## config.mk

```make
export PLATFORM = sky130hd
export DESIGN_NAME = tcw_queue
export DESIGN_NICKNAME = d
export VERILOG_FILES = /design/src/hdl/tcw_pkg.sv /design/src/hdl/tcw_queue.sv
export SDC_FILE = /design/constraint.sdc
export NUM_CORES = 1
export LEC_CHECK = 0
export BUFFER_PORTS_ARGS = -buffer_cell sky130_fd_sc_hd__buf_4
export CAP_MARGIN = 10
export CORE_MARGIN = 5
export CORE_UTILIZATION = 56
export CTS_CLUSTER_DIAMETER = 100
export CTS_CLUSTER_SIZE = 25
export DETAILED_ROUTE_END_ITERATION = 12
export GPL_TIMING_DRIVEN = 0
export PLACE_DENSITY_LB_ADDON = 0.08
export SLEW_MARGIN = 5
export SYNTH_ARGS = -nofsm -noshare
export SYNTH_HDL_FRONTEND = slang
export SYNTH_SLANG_ARGS = --single-unit
```

## constraint.sdc

```tcl
create_clock -name clk -period 5.8 [get_ports clk]
set_input_delay 0.58 -clock clk [delete_from_list [all_inputs] [get_ports clk]]
set_output_delay 0.58 -clock clk [all_outputs]
set_load 0.05 [all_outputs]
```

## src/hdl/tcw_pkg.sv

```systemverilog
// ----------------------------------------------------------------------------
// tcw_pkg
// types, codes and helpers shared by the text console writer modules
// ----------------------------------------------------------------------------
`default_nettype none

package tcw_pkg;

    typedef struct packed {
        logic [1:0]  mode;
        logic [1:0]  console;
        logic [7:0]  char_byte;
        logic [11:0] position;
        logic        last_of_write;
    } tcw_item_t;

    typedef struct packed {
        logic [10:0] cursor;
        logic [15:0] cell_value;
        logic [12:0] hardware_cursor;
        logic        scrolled;
    } tcw_result_t;

    localparam logic [1:0] MODE_WRITE = 2'd0;
    localparam logic [1:0] MODE_SEEK  = 2'd1;
    localparam logic [1:0] MODE_READ  = 2'd2;

    localparam logic [7:0] CH_BS  = 8'h08;
    localparam logic [7:0] CH_TAB = 8'h09;
    localparam logic [7:0] CH_NL  = 8'h0A;
    localparam logic [7:0] CH_CR  = 8'h0D;

    localparam int         CFG_INDEX_W   = 2;
    localparam logic [1:0] CFG_ATTRIBUTE = 2'd0;
    localparam logic [1:0] CFG_SHOWN     = 2'd1;

    localparam logic [15:0] ATTRIBUTE_RESET = 16'h0700;
    localparam int          TAB_STEP        = 8;

    typedef enum logic [2:0] {
        OP_NOP,
        OP_CHAR,
        OP_NEWLINE,
        OP_TAB,
        OP_BACKSPACE,
        OP_SEEK,
        OP_READ
    } tcw_op_t;

    // classified command handed from the front end to the executor
    typedef struct packed {
        tcw_op_t     op;
        logic [1:0]  console;
        logic [7:0]  char_byte;
        logic [11:0] position;
        logic [7:0]  seek_col;
        logic        last_of_write;
    } tcw_cmd_t;

    typedef enum logic [2:0] {
        ST_CLEAR,
        ST_IDLE,
        ST_EXEC,
        ST_READ_WAIT,
        ST_SCROLL,
        ST_BLANK,
        ST_DONE
    } tcw_state_t;

    typedef struct packed {
        logic clearing;
    } tcw_status_t;

    // console number modulo count, for values below four
    function automatic logic [1:0] reduce_console(logic [1:0] v, int count);
        logic [1:0] r;
        r = v;
        for (int i = 0; i < 3; i++)
        begin
            if (int'(r) >= count)
            begin
                r = r - 2'(count);
            end
        end
        return r;
    endfunction

endpackage

`default_nettype wire

```

## src/hdl/tcw_queue.sv

```systemverilog
// ----------------------------------------------------------------------------
// tcw_queue
// two-entry command queue between the front end and the executor
// ----------------------------------------------------------------------------
`default_nettype none

module tcw_queue (
    input  wire logic              clk,
    input  wire logic              rst_n,
    input  wire logic              push_valid,
    output logic                   push_ready,
    input  wire tcw_pkg::tcw_cmd_t push_data,
    output logic                   pop_valid,
    input  wire logic              pop_ready,
    output tcw_pkg::tcw_cmd_t      pop_data
);

    localparam int DEPTH = 2;
    localparam int PTR_W = 1;
    localparam int CNT_W = 2;

    tcw_pkg::tcw_cmd_t entries_reg [DEPTH];
    logic [PTR_W-1:0]  wr_ptr_reg;
    logic [PTR_W-1:0]  wr_ptr_next;
    logic [PTR_W-1:0]  rd_ptr_reg;
    logic [PTR_W-1:0]  rd_ptr_next;
    logic [CNT_W-1:0]  count_reg;
    logic [CNT_W-1:0]  count_next;
    logic              push;
    logic              pop;

    assign push_ready = count_reg != CNT_W'(DEPTH);
    assign pop_valid  = count_reg != '0;
    assign pop_data   = entries_reg[rd_ptr_reg];
    assign push       = push_valid && push_ready;
    assign pop        = pop_valid && pop_ready;

    always_comb
    begin
        wr_ptr_next = push ? wr_ptr_reg + 1'b1 : wr_ptr_reg;
        rd_ptr_next = pop ? rd_ptr_reg + 1'b1 : rd_ptr_reg;
        count_next  = count_reg;
        if (push && !pop)
        begin
            count_next = count_reg + 1'b1;
        end
        else if (pop && !push)
        begin
            count_next = count_reg - 1'b1;
        end
    end

    always_ff @(posedge clk or negedge rst_n)
    begin
        if (!rst_n)
        begin
            wr_ptr_reg <= '0;
            rd_ptr_reg <= '0;
            count_reg  <= '0;
        end
        else
        begin
            wr_ptr_reg <= wr_ptr_next;
            rd_ptr_reg <= rd_ptr_next;
            count_reg  <= count_next;
        end
    end

    always_ff @(posedge clk)
    begin
        if (push)
        begin
            entries_reg[wr_ptr_reg] <= push_data;
        end
    end

endmodule

`default_nettype wire

```

### After elaboration in Yosys (flattened, before gate mapping)

Memory sizes are Yosys's and may differ from the RTL's.
Cells that the tools add are included.

| storage, ports and cells | value |
|---|---|
| flip-flop bits (word level) | 4 |
| bits in latches | 0 |
| bits in writable memories | 68 |
| ROM bits | 0 |
| bits of input ports | 38 |
| output and inout bits | 36 |
| memories | 1 |

Memory list:

| memory | depth | bits a word | rd ports | clocked after memory_dff | write ports | line | source |
|---|---|---|---|---|---|---|---|
| entries_reg | 2 | 34 | 1 | 0 | 1 | tcw_queue.sv:22 | `tcw_pkg::tcw_cmd_t entries_reg [DEPTH];` |

| cells by class | value |
|---|---|
| add/subtract/negate cells | 4 |
| multiply operators | 0 |
| divide/modulo/power cells | 0 |
| magnitude comparators | 0 |
| equality and inequality tests | 1 |
| shifts and indexed selects | 0 |
| muxes and demuxes | 4 |
| bitwise gates (word level) | 0 |
| reduce and logical (&&, ||, !) cells | 8 |

Operators with widths:

| cell | number |
|---|---|
| logical AND 1 bit | 4 |
| two-way mux 2 bit | 2 |
| nonzero test 2 bit | 2 |
| adder 1 bit (second input constant) | 2 |
| adder 2 x 1 -> 2 bit (second input constant) | 1 |
| logical NOT 1 bit | 2 |
| two-way mux 1 bit | 2 |
| != test 2 bit (second input constant) | 1 |
| subtractor 2 x 1 -> 2 bit (second input constant) | 1 |

### Longest topological paths before layout

| logic depth | value |
|---|---|
| word-level depth | 6 |
| mapped depth | 7 |
| gate-level depth less buffers | 7 |

### Least setup slack after synthesis

No wires, ideal clock.

| path | value |
|---|---|
| kind | register -> register |
| start point | reg count_reg[0] |
| end point | mem entries_reg[0][0] in the netlist's numbering (enable) |
| setup time | 0.425 ns |
| arrival | 2.508 ns |
| data required time | 5.375 ns |
| slack | 2.867 ns |
| cell stages (with the launch flop) | 4 |
| period minus slack after synthesis | 2.933 ns |
| path through | dfrtp_1 nand2b_1 nand2_1 nor2_1 |

| on the way | value |
|---|---|
| cells in the longest elaborated chain, start to end | 4 |

RTL lines:

| item | line | source |
|---|---|---|
| from (decl) | tcw_queue.sv:27 | `logic [CNT_W-1:0] count_reg;` |
| from (signal assigned) | tcw_queue.sv:65 | `count_reg <= count_next;` |
| != test 2 bit | tcw_queue.sv:32 | `assign push_ready = count_reg != CNT_W'(DEPTH);` |
| named net push_ready | tcw_queue.sv:11 | `output logic push_ready,` |
| logical AND 1 bit | tcw_queue.sv:35 | `assign push = push_valid && push_ready;` |
| two-way mux 1 bit | tcw_queue.sv:71 | `if (push)` |
| two-way mux 1 bit (implied by the code) | tcw_queue.sv:73 | `entries_reg[wr_ptr_reg] <= push_data;` |
| to (decl) | tcw_queue.sv:22 |  |

The timed path passes the listed nets, and every way through them passes these cells.

==> reports/qor.txt <==
Initial antenna violation count: 0
Buffers and inverters on the worst path: 3
Max Freq: 480 MHz
Total Die Area: 0.00651 mm^2
Hold WC Path Type: input port to async pin
Post-Syn Area per Cell: 22.6 um^2
Max Cap Viol: 0
Max H-tree Level: 3
Post-synth top flop: edfxtp_1
Setup_tns: 0 ns
Max-slew violations: 0
Family with the most delay on the worst path: buffers and inverters
Max FFs per register: 68
Overall power: 2270 uW
Die width: 80.7 um
Post-synth top area cell: edfxtp_1
Die Y-Extent: 80.7 um
CP Data Required Time: 5.22 ns
WL final: 4580 um
Peak VDD IR: 0.448 mV
Routed length per instance: 16.3 um
Mapped Nets: 163
CP Class: flop to output pin
Via density: 4.98
Final worst-path cycle share: 35.9%
Area of the mapped netlist: 0.00280 mm^2
Synth-to-layout area growth: 32.2%
Critical path, cell by cell: buf_6 > buf_12 > mux2_4 > buf_4
Final net count: 248
YS warnings: 0
Dpl hpwl: 3190 um
Global-route wire length before repair: 7140 um
Cell variety after synth: 15
Element type at the critical path start: flop
Sequential share of the synthesized area: 76.5%
Hold WS: 0.0294 ns
Clk_lat worst skew: 0.33 ns
Post-DP Area: 0.00347 mm^2
Slew headroom: 45.6%
CTS Sinks: 72
Core area: 0.00479 mm^2
Setup ws final: 3.72 ns
Initial Utilization: 58.5%
Crit-path slowest cell: dfrtp_1
Ports: 74
FF+latch count, synth: 72
Placer Congestion: 0.637
Pwr dens: 612 mW/mm^2
Most numerous cell in the Yosys netlist: edfxtp_1
Finished Cell Area: 0.00370 mm^2
Cts hold-fix bufs: 0
Largest net degree at the start of global routing: 35
DR iter-0 viols: 42
Clk root buf: clkbuf_8
Cell count after synthesis: 124
CTS Buf Count: 9
Port bufs: 73
P_leak: 0.00150 uW
Total congestion overflow: 0
Top post-synthesis cells by area: edfxtp_1 (73%), mux2_4 (16%), dfrtp_1 (3.6%)
Yosys top cell area share: 73.0%
Setup Buffers After CTS: 0
Crit-path max FO: 10
Drt drc: 0
Worst Max-Slew Pin Slew: 0.815 ns
Commonest cells in the netlist: edfxtp_1 (68), mux2_4 (29), mux2_2 (5), dfrtp_1 (4)
CP peak stage delay: 0.37 ns
Post-CTS sizing: 0
Post-synth EDFFs: 68
GRT Util Overall: 15.5%
Min cycle time layout: 2.08 ns
Pre-CTS setup slack: 3.96 ns
Clk buf depth: 2
Worst Setup End Kind: output pin
Clk_skew: 0.00497 ns
Clock transition at path regs: 0.07 ns
CTS tree: done
Final number of setup-violating endpoints: 0
Status: complete, no violations
Critical Path AT: 1.50 ns
Detail Route Antenna Nets: 0
Final Hold Vio Count: 0
Vias: 1399
Vias in the first global route: 1464
Slack of the worst reg-to-reg path: 4.05 ns
Layout cells sized above 1: 59.8%
Ant diodes: 0
Std cell rows: 25
FFs w/ async S/R, synth: 5.56%
Drt pass-1 iters: 4
RSZ-0062 raised after global routing: no
[cells in the final DEF (no fill, tap or decap)]
master	n
buf_4	73
edfxtp_1	68
mux2_4	29
clkbuf_8	9
mux2_2	5
dfrtp_1	4
buf_12	3
xnor2_1	3
bufinv_16	3
nand2_1	2
xor2_1	2
clkinv_1	2
buf_6	1
nand2b_1	1
inv_1	1
or2_1	1
and3_2	1
nor2_4	1
nor2_1	1
ha_1	1
clkinvlp_4	1
clkinv_2	1
buf_16	1
[layout make-up]
class | instances | area [um^2]
well taps | 67 | 83.8
multi-input cells | 47 | 591
fillers | 266 | 1080
inverters | 1 | 3.75
repair buffers | 74 | 576
plain buffers | 4 | 71.3
clock buffers | 9 | 124
clock inverters | 7 | 110
flip-flops and latches | 72 | 2140
[worst paths after layout]
check                                    startpoint                      endpoint  cells past startpoint
hold reg to reg            count_reg[1]$_DFFE_PN0P_      count_reg[1]$_DFFE_PN0P_                      1
setup / recovery             rd_ptr_reg$_DFFE_PN0P_                   pop_data[7]                      4
setup reg to reg           count_reg[0]$_DFFE_PN0P_  entries_reg[0][28]$_DFFE_PP_                      4
hold / removal                                rst_n        rd_ptr_reg$_DFFE_PN0P_                      1
min in group clk                      push_data[31]  entries_reg[1][31]$_DFFE_PP_                      1
max in group asynchronous                     rst_n        wr_ptr_reg$_DFFE_PN0P_                      1
[report_power, final]
part / total [uW] / internal, uW / switching [uW]
clock: 455 / 282 / 173
sequential: 753 / 714 / 39.0
combinational: 1060 / 410 / 647
total: 2270 / 1410 / 860
[logic make-up (layout without fill, tap and decap cells)]
| kind of cell | after synthesis | after routing | share of synthesized area [%] |
|---|---|---|---|
| flops | 72 | 72 | 76.5 |
| mux | 34 | 34 | 17.6 |
| simple gates | 7 | 7 | 1.21 |
| xor+xnor | 5 | 5 | 1.56 |
| buf+inv | 5 | 95 | 2.68 |
| fa+ha+maj | 1 | 1 | 0.447 |
[per-stage QoR]
step,util [%],cells
detailed placement,72.4,265
global placement,71.7,264
CTS,77.3,281
finish,77.3,281
global route,77.3,281
floorplan,-,124
[routing by layer]
layer,routed length [um],vias to the layer above,share of wire [%],global-route usage (%)
met4,64,0,1.4,6.08
met5,0,-,0,0
li1,-,648,-,-
met1,1740,690,38,18.2
met2,2380,54,52,24.7
met3,391,7,8.5,7.29
Note: power is estimated with default switching activity, not from simulation.
