## src/hdl/tcw_pkg.sv

```systemverilog
// ----------------------------------------------------------------------------
// tcw_pkg
// types, codes and helpers shared by the text console writer modules
// ----------------------------------------------------------------------------
`default_nettype none

package tcw_pkg;

    typedef struct packed {
        logic [1:0]  mode;
        logic [1:0]  console;
        logic [7:0]  char_byte;
        logic [11:0] position;
        logic        last_of_write;
    } tcw_item_t;

    typedef struct packed {
        logic [10:0] cursor;
        logic [15:0] cell_value;
        logic [12:0] hardware_cursor;
        logic        scrolled;
    } tcw_result_t;

    localparam logic [1:0] MODE_WRITE = 2'd0;
    localparam logic [1:0] MODE_SEEK  = 2'd1;
    localparam logic [1:0] MODE_READ  = 2'd2;

    localparam logic [7:0] CH_BS  = 8'h08;
    localparam logic [7:0] CH_TAB = 8'h09;
    localparam logic [7:0] CH_NL  = 8'h0A;
    localparam logic [7:0] CH_CR  = 8'h0D;

    localparam int         CFG_INDEX_W   = 2;
    localparam logic [1:0] CFG_ATTRIBUTE = 2'd0;
    localparam logic [1:0] CFG_SHOWN     = 2'd1;

    localparam logic [15:0] ATTRIBUTE_RESET = 16'h0700;
    localparam int          TAB_STEP        = 8;

    typedef enum logic [2:0] {
        OP_NOP,
        OP_CHAR,
        OP_NEWLINE,
        OP_TAB,
        OP_BACKSPACE,
        OP_SEEK,
        OP_READ
    } tcw_op_t;

    // classified command handed from the front end to the executor
    typedef struct packed {
        tcw_op_t     op;
        logic [1:0]  console;
        logic [7:0]  char_byte;
        logic [11:0] position;
        logic [7:0]  seek_col;
        logic        last_of_write;
    } tcw_cmd_t;

    typedef enum logic [2:0] {
        ST_CLEAR,
        ST_IDLE,
        ST_EXEC,
        ST_READ_WAIT,
        ST_SCROLL,
        ST_BLANK,
        ST_DONE
    } tcw_state_t;

    typedef struct packed {
        logic clearing;
    } tcw_status_t;

    // console number modulo count, for values below four
    function automatic logic [1:0] reduce_console(logic [1:0] v, int count);
        logic [1:0] r;
        r = v;
        for (int i = 0; i < 3; i++)
        begin
            if (int'(r) >= count)
            begin
                r = r - 2'(count);
            end
        end
        return r;
    endfunction

endpackage

`default_nettype wire

```

## src/hdl/tcw_front.sv

```systemverilog
// ----------------------------------------------------------------------------
// tcw_front
// accepts input beats, clamps the position, splits seek targets into a
// column and classifies each beat into an executor command
// ----------------------------------------------------------------------------
`default_nettype none

module tcw_front #(
    parameter int COLUMNS       = 80,
    parameter int ROWS          = 25,
    parameter int CONSOLE_COUNT = 4
) (
    input  wire logic                 clk,
    input  wire logic                 rst_n,
    input  wire logic                 item_valid,
    output logic                      item_ready,
    input  wire tcw_pkg::tcw_item_t   item,
    input  wire tcw_pkg::tcw_status_t status,
    output logic                      cmd_valid,
    input  wire logic                 cmd_ready,
    output tcw_pkg::tcw_cmd_t         cmd
);

    localparam int CELLS       = COLUMNS * ROWS;
    localparam int RECIP_SHIFT = 20;
    localparam int RECIP       = (1 << RECIP_SHIFT) / COLUMNS;
    localparam int QUOT_W      = $clog2((4096 / COLUMNS) + 1);

    logic               s1_valid_reg;
    logic               s1_valid_next;
    tcw_pkg::tcw_item_t s1_item_reg;
    tcw_pkg::tcw_item_t s1_item_next;
    logic [QUOT_W-1:0]  s1_quot_reg;
    logic [QUOT_W-1:0]  s1_quot_next;

    logic [31:0]        recip_prod;
    logic [12:0]        quot_cols;
    logic [12:0]        remainder;
    logic               accept;

    assign item_ready = !status.clearing && (!s1_valid_reg || cmd_ready);
    assign accept     = item_valid && item_ready;

    always_comb
    begin
        s1_item_next         = item;
        s1_item_next.console = tcw_pkg::reduce_console(item.console, CONSOLE_COUNT);
        if (int'(item.position) > CELLS - 1)
        begin
            s1_item_next.position = 12'(CELLS - 1);
        end
        // quotient estimate by reciprocal, at most one short
        recip_prod   = 32'(s1_item_next.position) * 32'(RECIP);
        s1_quot_next = QUOT_W'(recip_prod >> RECIP_SHIFT);

        if (accept)
        begin
            s1_valid_next = 1'b1;
        end
        else if (cmd_ready)
        begin
            s1_valid_next = 1'b0;
        end
        else
        begin
            s1_valid_next = s1_valid_reg;
        end
    end

    always_ff @(posedge clk or negedge rst_n)
    begin
        if (!rst_n)
        begin
            s1_valid_reg <= 1'b0;
        end
        else
        begin
            s1_valid_reg <= s1_valid_next;
        end
    end

    always_ff @(posedge clk)
    begin
        if (accept)
        begin
            s1_item_reg <= s1_item_next;
            s1_quot_reg <= s1_quot_next;
        end
    end

    always_comb
    begin
        quot_cols = 13'(s1_quot_reg) * 13'(COLUMNS);
        remainder = {1'b0, s1_item_reg.position} - quot_cols;
        if (remainder >= 13'(COLUMNS))
        begin
            remainder = remainder - 13'(COLUMNS);
        end

        cmd.console       = s1_item_reg.console;
        cmd.char_byte     = s1_item_reg.char_byte;
        cmd.position      = s1_item_reg.position;
        cmd.seek_col      = 8'(remainder);
        cmd.last_of_write = s1_item_reg.last_of_write
                            && (s1_item_reg.mode == tcw_pkg::MODE_WRITE);

        case (s1_item_reg.mode)
            tcw_pkg::MODE_WRITE:
            begin
                case (s1_item_reg.char_byte)
                    tcw_pkg::CH_CR:  cmd.op = tcw_pkg::OP_NOP;
                    tcw_pkg::CH_NL:  cmd.op = tcw_pkg::OP_NEWLINE;
                    tcw_pkg::CH_TAB: cmd.op = tcw_pkg::OP_TAB;
                    tcw_pkg::CH_BS:  cmd.op = tcw_pkg::OP_BACKSPACE;
                    default:         cmd.op = tcw_pkg::OP_CHAR;
                endcase
            end
            tcw_pkg::MODE_SEEK: cmd.op = tcw_pkg::OP_SEEK;
            tcw_pkg::MODE_READ: cmd.op = tcw_pkg::OP_READ;
            default:            cmd.op = tcw_pkg::OP_NOP;
        endcase
    end

    assign cmd_valid = s1_valid_reg;

endmodule

`default_nettype wire

```

## config.mk

```make
export PLATFORM = sky130hd
export DESIGN_NAME = tcw_front
export DESIGN_NICKNAME = d
export VERILOG_FILES = /design/src/hdl/tcw_pkg.sv /design/src/hdl/tcw_front.sv
export SDC_FILE = /design/constraint.sdc
export NUM_CORES = 1
export LEC_CHECK = 0
export BUFFER_PORTS_ARGS = -buffer_cell sky130_fd_sc_hd__buf_2
export CELL_PAD_IN_SITES_DETAIL_PLACEMENT = 1
export CELL_PAD_IN_SITES_GLOBAL_PLACEMENT = 1
export CORE_ASPECT_RATIO = 0.7
export CORE_MARGIN = 1.5
export CORE_UTILIZATION = 40
export DETAILED_ROUTE_END_ITERATION = 10
export HOLD_SLACK_MARGIN = 0.1
export PLACE_DENSITY = 0.84
export REMOVE_ABC_BUFFERS = 1
export SLEW_MARGIN = 10
export SYNTH_ARGS = -nofsm -noshare
export SYNTH_HDL_FRONTEND = slang
export SYNTH_SLANG_ARGS = --single-unit
```

## constraint.sdc

```tcl
create_clock -name clk -period 8.4 [get_ports clk]
set_clock_uncertainty 0.15 [all_clocks]
set_input_delay 0.42 -clock clk [delete_from_list [all_inputs] [get_ports clk]]
set_output_delay 0.42 -clock clk [all_outputs]
set_load 0.005 [all_outputs]
```

Yosys cells after proc, flatten, opt, wreduce, memory -nomap -nowiden. Cells that the tools add are included. Widths: inputs -> output; s select.

Register bits after elaboration: 32. Logic and storage cells: 33. Output and inout port bits: 36.

$lt $le $gt $ge: 2. Muxes and demuxes: 6. Equality and inequality tests: 6. Reduce and logical (&&, ||, !) cells: 8. Add/subtract/negate cells: 2. Multipliers: 2.

Operators with widths (count): $eq 8x4->1 const B (4); $mul 12x14->26 const B (1); $ge 13x7->1 const B (1); $sub 12x13->13 (1); $gt 12x11->1 const B (1); $mux 12 (1); $pmux 3 s4 (1); $mul 6x3->9 const B (1); $pmux 3 s3 (1); $mux 8 (1); $sub 8x7->8 const B (1); $logic_and 1x1->1 (3); $eq 2x1->1 const B (1); $eq 2x2->1 const B (1); $logic_not 1->1 (2); $logic_not 2->1 (1); $mux 1 (2); $reduce_bool 2->1 (1); $logic_or 1x1->1 (1).

Depth between registers and ports, before layout. Gate-level depths: netlist of the first run.

Depth in word-level cells: 5. Mapped depth: 19.

Worst setup path before layout of the first run. No wires, ideal clock.

Path kind: input to register. Start point: input item[7] (netlist bit). End point: register s1_quot_reg[2], data pin. Arrival: 4.808 ns. Buffers on the path: 0. Stages: 19. Required time: 8.070 ns. Path slack: 3.262 ns. Cell sequence: nand4_1 o21bai_1 inv_1 and2_1 ha_1 inv_1 fa_1 fa_1 inv_1 fa_1 inv_1 fa_1 ha_1 a211oi_1 o21ai_0 o211ai_1 a31oi_1 or4b_1 o311ai_1.

RTL lines: start: declaration (RTL line tcw_front.sv:17) `input wire tcw_pkg::tcw_item_t item,`; end signal: assignment (RTL line tcw_front.sv:87) `s1_quot_reg <= s1_quot_next;`; end: declaration (RTL line tcw_front.sv:33) `logic [QUOT_W-1:0] s1_quot_reg;`.

==> results of run 1 <==
-- kinds of logic after synthesis --
| group | Yosys count | synth area share |
|---|---|---|
| xor+xnor | 17 | 0.0366 |
| flops | 32 | 0.235 |
| other cells | 1 | 0.000922 |
| mux | 2 | 0.00492 |
| simple gates | 80 | 0.105 |
| buf+inv | 99 | 0.115 |
| fa+ha+maj | 116 | 0.418 |
| compound gates | 52 | 0.0849 |
-- placed cells by master (no fill, tap or decap), drive strengths merged, types with 5 or more instances in the layout --
cell type  count
ha            83
inv           70
buf           66
fa            33
edfxtp        31
nor2          18
nand2         13
a21oi         13
or2           11
o21ai         11
xnor2          9
xor2           8
nor3           7
a21o           6
nand3          6
clkbuf         5
a211oi         5
-- power groups by stage --
stage                     combinational (uW)  clock (uW)  sequential [uW]
after detailed placement                1030           0              219
after floorplan                          744           0              213
after CTS                               1040         215              215
final                                   1030         212              215
after global routing                    1180         221              217
after global placement                   964           0              218
-- worst min-delay path by stage --
stage              from   endpoint  cells after the start
5_1_grt        item[14]    cmd[22]                      1
2_1_floorplan     rst_n  cmd_valid                      0
4_1_cts        item[22]    cmd[30]                      1
6_report       item[14]    cmd[22]                      1
3_3_place_gp      rst_n  cmd_valid                      1
3_5_place_dp      rst_n  cmd_valid                      1
-- through the flow --
stage	total power (uW)	worst slack, ps	instance area (sq um)	utilization
global placement	1180	2840	4360	0.445
detailed placement	1250	2570	4360	0.445
finish	1460	2810	4540	0.463
floorplan	957	3260	3870	-
CTS	1470	2850	4540	0.463
global route	1620	2440	4540	0.463
-- routing by layer --
layer  share of wire  routed length, microns  up-vias  GRT usage
li1                -                       -     1436          -
met1            0.46                    4570     1464      0.252
met3           0.041                     408       11     0.0373
met4           0.014                     135        0     0.0449
met2            0.48                    4730       71      0.343
met5               0                       0        -          0
-- worst reg2reg max path: stages (launching register included) --
cell and delay [ps]:
dfrtp_1 390, a21oi_1 170, and2_1 150, buf_4 380
-- cell type report --
class                   count  area (sq um)  area share
flip-flops and latches     32           956       0.211
repair buffers             67           343      0.0755
multi-input cells         270          2650       0.584
inverters                  70           263      0.0579
clock inverters             3          42.5     0.00937
clock buffers               5           125      0.0276
well taps                 128           160      0.0353
==> parameters.txt, run 1 <==
Parameter                              Value

STA
  Actual transition at the worst max-transition pin    544 ps
  Setup repair after global routing missed its margin    no
  Min Clock Period, post-route    5590 ps
  Total count of hold-check failures in the final report    0
  Worst hold slack    159 ps
  F_max    179 MHz
  Final Cycle Share    0.665
  Sum Neg Setup Slack    0 ps
  Relative slew slack    0.636
  Max-slew violation total from the final report    0
  Number of setup violations in the final report    0

Job
  Count of max-cap constraint violations    0

Power
  Power Internal    782 uW
  Sw frac    0.463
  Combinational share of power    0.707
  Reported leakage power    about 0.0023 uW
  Power per standard cell area    between 300 and 400 nW/um^2
  Peak supply drop    0.102 mV
  Sequential share of power    0.148
  Clock power share    0.146
  Reported net switching power    just under 700 uW

Place
  GPL Wtd Cong    between 0.8 and 0.9
  Port buffer count    65
  Cells after DPL    ~570
  Post-DP HPWL    approximately 8700 microns

Routing
  Iter 0 DRT Violations    112
  Post-detailed-route count of antenna-violating nets    0
  Detailed-route wire length    just under 10,000 microns
  Count of vias placed by the detailed router    between 2k and 3k
  DR DRC count    0
  Mean routed wirelength per cell    approximately 17 microns
  Vias per inst    roughly 5.2
  Pre-antenna DRT Iters    4

Synth
  Most frequent cells after synthesis    ha_1, inv_1, fa_1
  Area share of the leading cell type in the synthesized netlist    0.255
  Number of library cell types mapped by synthesis    between 40 and 50
  Area leader, netlist    ha_1
  Share of synthesized area occupied by flip-flops and latches    0.235
  Number of synthesized flops with an enable pin    31
  Leading cell types by total area after synthesis    ha_1, edfxtp_1, fa_1, inv_1, buf_4
  Leading register cell type out of synthesis    edfxtp_1
  Number of synthesized register bits    32
  Most common cell in the netlist    ha_1
  Area of the mapped netlist    about 4100 sq um
  Async set-or-reset flop fraction in the synthesized netlist    0.0313
  Synthesis Warnings    0
  Syn Inst Count    around 400
  Avg Synthesized Cell Area    a little over 10 sq um

Worst setup path
  Critical Path RT    8330 ps
  Worst path depth    20
  Slowest stage cell, crit path    fa_1
  Worst setup SP type    primary input
  Worst path bufs/invs    5
  Cell-by-cell trace of the critical path    buf_2 -> nand4_1 -> o21bai_1 -> inv_1 -> and2_1 -> ha_1 -> inv_1 -> fa_1 -> inv_1 -> fa_1 -> inv_1 -> fa_1 -> fa_1 -> ha_1 -> nand4_1 -> nor3_1 -> a211oi_2 -> a31oi_1 -> nor2_1 -> o311ai_1
  Worst r2r dst    s1_quot_reg[5]
  Launching element of the worst setup path    item[11]
  Setup CP Type    in2reg
  Depth of the most critical reg-to-reg path    3
  R2R Setup Slk    roughly 6800 ps
  Launch point of the worst reg-to-reg path    cmd_valid
  Maximum fanout along the worst path    7
  CP endpoint    s1_quot_reg[2]
  Critical Path End Type    register
  Critical Path AT    ~5500 ps
  Worst stage delay on the critical path    540 ps
  Cell family with most CP delay    adder cells

Floorplan
  Initial Utilization    0.415
  Die extent in y    just under 90 microns
  Core area    ~10000 sq um
  Total Die Area    10,800 sq um
  Number of core rows    30
  Chip Width    approximately 120 microns
  I/O pin count    66

Clock tree
  Deepest clock path buffer count    2
  Hold-fix buffer count after cts    1
  Clock transition at the register clock pins on the worst setup and hold paths after CTS    roughly 60 ps
  Insertion delay to the later sink of the worst-skew pair    ~280 ps
  Cts repair resizes    0
  TritonCTS buffer count    5
  Buffers inserted during post-CTS setup optimization    0
  Clock Sink Count    32
  TritonCTS clock tree    yes
  Root buffer selected by CTS    clkbuf_16
  H-tree Lvls    2

Final layout
  Proportion of layout cells with a drive suffix above 1    0.195
  Layout-stage area growth over the synthesis result    11.6%
  Filler instances    1,113
  Flip-flop count of the largest register after layout    22
  Final Net Count    592
  Final cell count without fillers    575
  Diode insertion count for antenna repair    0

Min path
  HP Class    in2reg

Global route
  Wire length of the first global-routing pass    roughly 16,000 microns
  Overflow left after global routing    0
  Maximum number of pins on one net before global-route repair    33
  Number of antenna violations at the first check in global routing    0
  Via count of the first global-routing pass    roughly 3.3k
  Global-route usage over all layers    0.196

Status
  Run status    completed
(Power assumes the default switching activity.)
==> run 2, diff against run 1 <==
- ABC_AREA: unset -> 1
- PLACE_DENSITY: 0.84 -> 0.86
- clock period: 8.4 -> 5.6 ns (I/O delays scaled with it)
==> run 2 against run 1 <==
Net effect: sequential share of layout area decreased by 3.4 points; wire length grew 53%; global-route usage is 5.1 points higher; worst hold slack worse by 1.2 ps; die area increased by 16%; final cell count rose by 44%; via count up 43%; clock-buffer cell count did not move; combinational power is 130% higher; sequential cell count stayed put; highest routed layer unchanged.
==> parameters.txt, run 2 <==
Parameter                              Value

Status
  Run status    completed

Worst setup path
  Launch point of the worst reg-to-reg path    cmd_valid
  Worst stage delay on the critical path    640 ps (+100 ps)
  Cell-by-cell trace of the critical path    buf_2 -> inv_1 -> nand2_1 -> a31oi_4 -> inv_2 -> nor2_2 -> inv_1 -> ha_1 -> inv_1 -> fa_2 -> fa_2 -> inv_1 -> fa_1 -> inv_1 -> fa_1 -> ha_1 -> a21oi_1 -> o21ai_0 -> nor2_1 -> nand2_1 -> nand2_1 -> nand2_1 -> nand2_1 -> nand2_1
  Depth of the most critical reg-to-reg path    4 (+1)
  Critical Path AT    5190 ps (-330 ps)
  Critical Path End Type    register
  Critical Path RT    5500 ps (-2830 ps)
  Setup CP Type    in2reg
  Cell repeated most along the worst path    nand2_1
  Worst setup SP type    primary input
  R2R Setup Slk    3760 ps (-3010 ps)
  Cell family with most CP delay    adder cells
  Worst path depth    24 (+20%)
  Worst r2r dst    cmd[19]
  Maximum fanout along the worst path    8 (+1)
  Worst path bufs/invs    7 (+2)
  Slowest stage cell, crit path    fa_2

Floorplan
  Core area    11,600 sq um (+19%)
  Chip Width    133 microns (+7.9%)
  Die extent in y    94.2 microns (+7.8%)
  Number of core rows    33 (+10%)
  I/O pin count    66 (unchanged)
  Initial Utilization    0.408 (-0.00729)
  Total Die Area    12,500 sq um (+16%)

Power
  Reported net switching power    1630 uW (+140%)
  Power Internal    1280 uW (+64%)
  Reported leakage power    0.00296 uW (+30%)
  Combinational share of power    0.798 (+0.091)
  Sequential share of power    0.108 (-0.040)
  Sw frac    0.560 (+0.0967)
  Clock power share    0.094 (-0.052)
  Power per standard cell area    537 nW/um^2 (+67%)
  Peak supply drop    0.192 mV (+88%)

STA
  Setup repair after global routing missed its margin    no
  Max-slew violation total from the final report    0 (unchanged)
  Number of setup violations in the final report    0 (unchanged)
  Total count of hold-check failures in the final report    0 (unchanged)
  Worst hold slack    158 ps (-1.24 ps)
  Actual transition at the worst max-transition pin    609 ps (+64.9 ps)
  F_max    approximately 190 MHz
  Final Cycle Share    0.945
  Minimum setup slack in the final design    307 ps (-2500 ps)
  Relative slew slack    0.590 (-0.0459)
  Min Clock Period, post-route    roughly 5300 ps

Synth
  Synthesis Warnings    0 (unchanged)
  Area leader, netlist    ha_1
  Leading register cell type out of synthesis    edfxtp_1
  Syn Inst Count    605 (+52%)
  Share of synthesized area occupied by flip-flops and latches    0.201 (-0.0337)
  Area share of the leading cell type in the synthesized netlist    0.219 (-0.0367)
  Async set-or-reset flop fraction in the synthesized netlist    0.0313 (unchanged)
  Area of the mapped netlist    4750 sq um (+17%)
  Most frequent cells after synthesis    nand2_1, inv_1, ha_1
  Most common cell in the netlist    nand2_1
  Number of synthesized flops with an enable pin    31 (unchanged)
  Number of synthesized register bits    32 (unchanged)
  Number of library cell types mapped by synthesis    34 (-26%)
  Avg Synthesized Cell Area    7.85 sq um (-23%)
  Leading cell types by total area after synthesis    ha_1, edfxtp_1, fa_1, nand2_1, inv_1

Min path
  Hold Path Origin    item[12]
  HP Class    in2reg
  End point of the worst hold path    cmd[19]
  Worst Hold Path Cells    3 (+2)

Clock tree
  TritonCTS clock tree    yes
  Clock Sink Count    32 (unchanged)
  Insertion delay to the later sink of the worst-skew pair    280 ps (about the same)
  Root buffer selected by CTS    clkbuf_16
  Deepest clock path buffer count    2 (unchanged)
  Clock transition at the register clock pins on the worst setup and hold paths after CTS    60 ps (about the same)
  TritonCTS buffer count    5 (unchanged)
  H-tree Lvls    2 (unchanged)
  Buffers inserted during post-CTS setup optimization    0 (unchanged)

Global route
  Via count of the first global-routing pass    4,630 (+41%)
  Maximum number of pins on one net before global-route repair    27 (-18%)
  Overflow left after global routing    0 (unchanged)
  Wire length of the first global-routing pass    23,800 microns (+47%)
  Global-route usage over all layers    0.247 (+0.0512)
  Number of antenna violations at the first check in global routing    0 (unchanged)

Final layout
  Final Net Count    815 (+38%)
  Commonest cells after routing, fill and taps aside    nand2_1, inv_1, ha_1
  Flip-flop count of the largest register after layout    22 (unchanged)
  Layout-stage area growth over the synthesis result    14.1%
  Proportion of layout cells with a drive suffix above 1    0.143 (-0.0513)
  Diode insertion count for antenna repair    0 (unchanged)
  Most frequent standard cell in the layout excluding fill and tap cells    nand2_1
  Utilization of the core after routing    0.466 (+0.00216)
  Final cell count without fillers    827 (+44%)

Place
  Post-DP HPWL    12,700 microns (+46%)
  Port buffer count    65 (unchanged)
  Worst slack at placement    -285 ps (-2860 ps)
  GPL Wtd Cong    0.976 (+14%)
  Cells after DPL    803 (+42%)

Routing
  Post-detailed-route count of antenna-violating nets    0 (unchanged)
  DR DRC count    0 (unchanged)
  Detailed-route wire length    15,100 microns (+53%)
  Iter 0 DRT Violations    164 (+46%)
  Count of vias placed by the detailed router    4,266 (+43%)
  Vias per inst    5.16 (-0.53%)
  Pre-antenna DRT Iters    4 (unchanged)
  Mean routed wirelength per cell    18.3 microns (+6.7%)

Job
  Count of max-cap constraint violations    0 (unchanged)
## run 2: changes by cell type in the layout (fill, tap and decap cells not counted), sizes merged, moves of 5 or more
cell,delta
inv,+58
xor2,-5
dlygate4sd3,+15
nor2,+29
or2,-8
nand3,+21
a211oi,-5
nand4,+10
nand2,+133
xnor2,-5
a21oi,+12
## run 2: repair_timing
| action | CTS | global route |
|---|---|---|
| resized for setup | 0 | 8 |
| hold buffers | 16 | 0 |
| hold endpoints to repair | 15 | 0 |
| setup endpoints to repair | 0 | 6 |
## run 2: power groups by stage
| stage | Sequential (uW) | Combinational [uW] | Clock [uW] |
|---|---|---|---|
| floorplan | 315 | 1590 | 0 |
| global placement | 320 | 2070 | 0 |
| detailed placement | 320 | 2230 | 0 |
| CTS | 315 | 2260 | 274 |
| global route | 317 | 2590 | 285 |
| finish | 315 | 2320 | 274 |
## run 2: cells by family (layout without fill, tap and decap cells)
family	count (synthesis)	count (layout)	share of synthesized area
and+or+nand+nor	244	244	0.224
buffers and inverters	155	218	0.143
adders and majority gates	116	116	0.358
AOI/OAI and AO/OA	50	50	0.0603
DFF	32	32	0.201
xor gates and xnor gates	7	7	0.0129
other	1	3	0.000790
## run 2: area by class of cell
type	count	area (sq um)
Clock buffer	5	125
Tap cell	157	196
Fill cell	1468	6220
Inverter	128	480
Multi-Input combinational cell	420	3150
Sequential cell	32	956
Timing Repair Buffer	82	493
Clock inverter	3	18.8
## run 2: how the worst max path moves through the flow
stage,from,end
3_5_place_dp,item[5],s1_quot_reg[5]
3_3_place_gp,item[5],s1_quot_reg[0]
5_1_grt,item[5],s1_quot_reg[0]
4_1_cts,item[5],s1_quot_reg[5]
2_1_floorplan,item[5],s1_quot_reg[0]
6_report,item[5],s1_quot_reg[0]
## run 2: routing by layer
layer	routed length, microns	track usage	vias up
li1	-	-	2022
met1	6400	0.296	2050
met3	719	0.0491	50
met4	592	0.0969	0
met5	0	0	-
met2	7390	0.440	144
## run 2: through the flow
stage | TNS, ps | cell area [sq um] | total power, uW
6_report | 0 | 5420 | 2910
2_1_floorplan | 0 | 4560 | 1910
3_5_place_dp | -1170 | 5090 | 2550
5_1_grt | 0 | 5420 | 3190
4_1_cts | 0 | 5400 | 2850
3_3_place_gp | 0 | 5090 | 2390
## run 2: worst register-to-register path, cell delays in order (launching register included)
cell	delay, ps
dfrtp_1	380
inv_1	80
nor2_1	70
nor3_2	360
buf_4	450
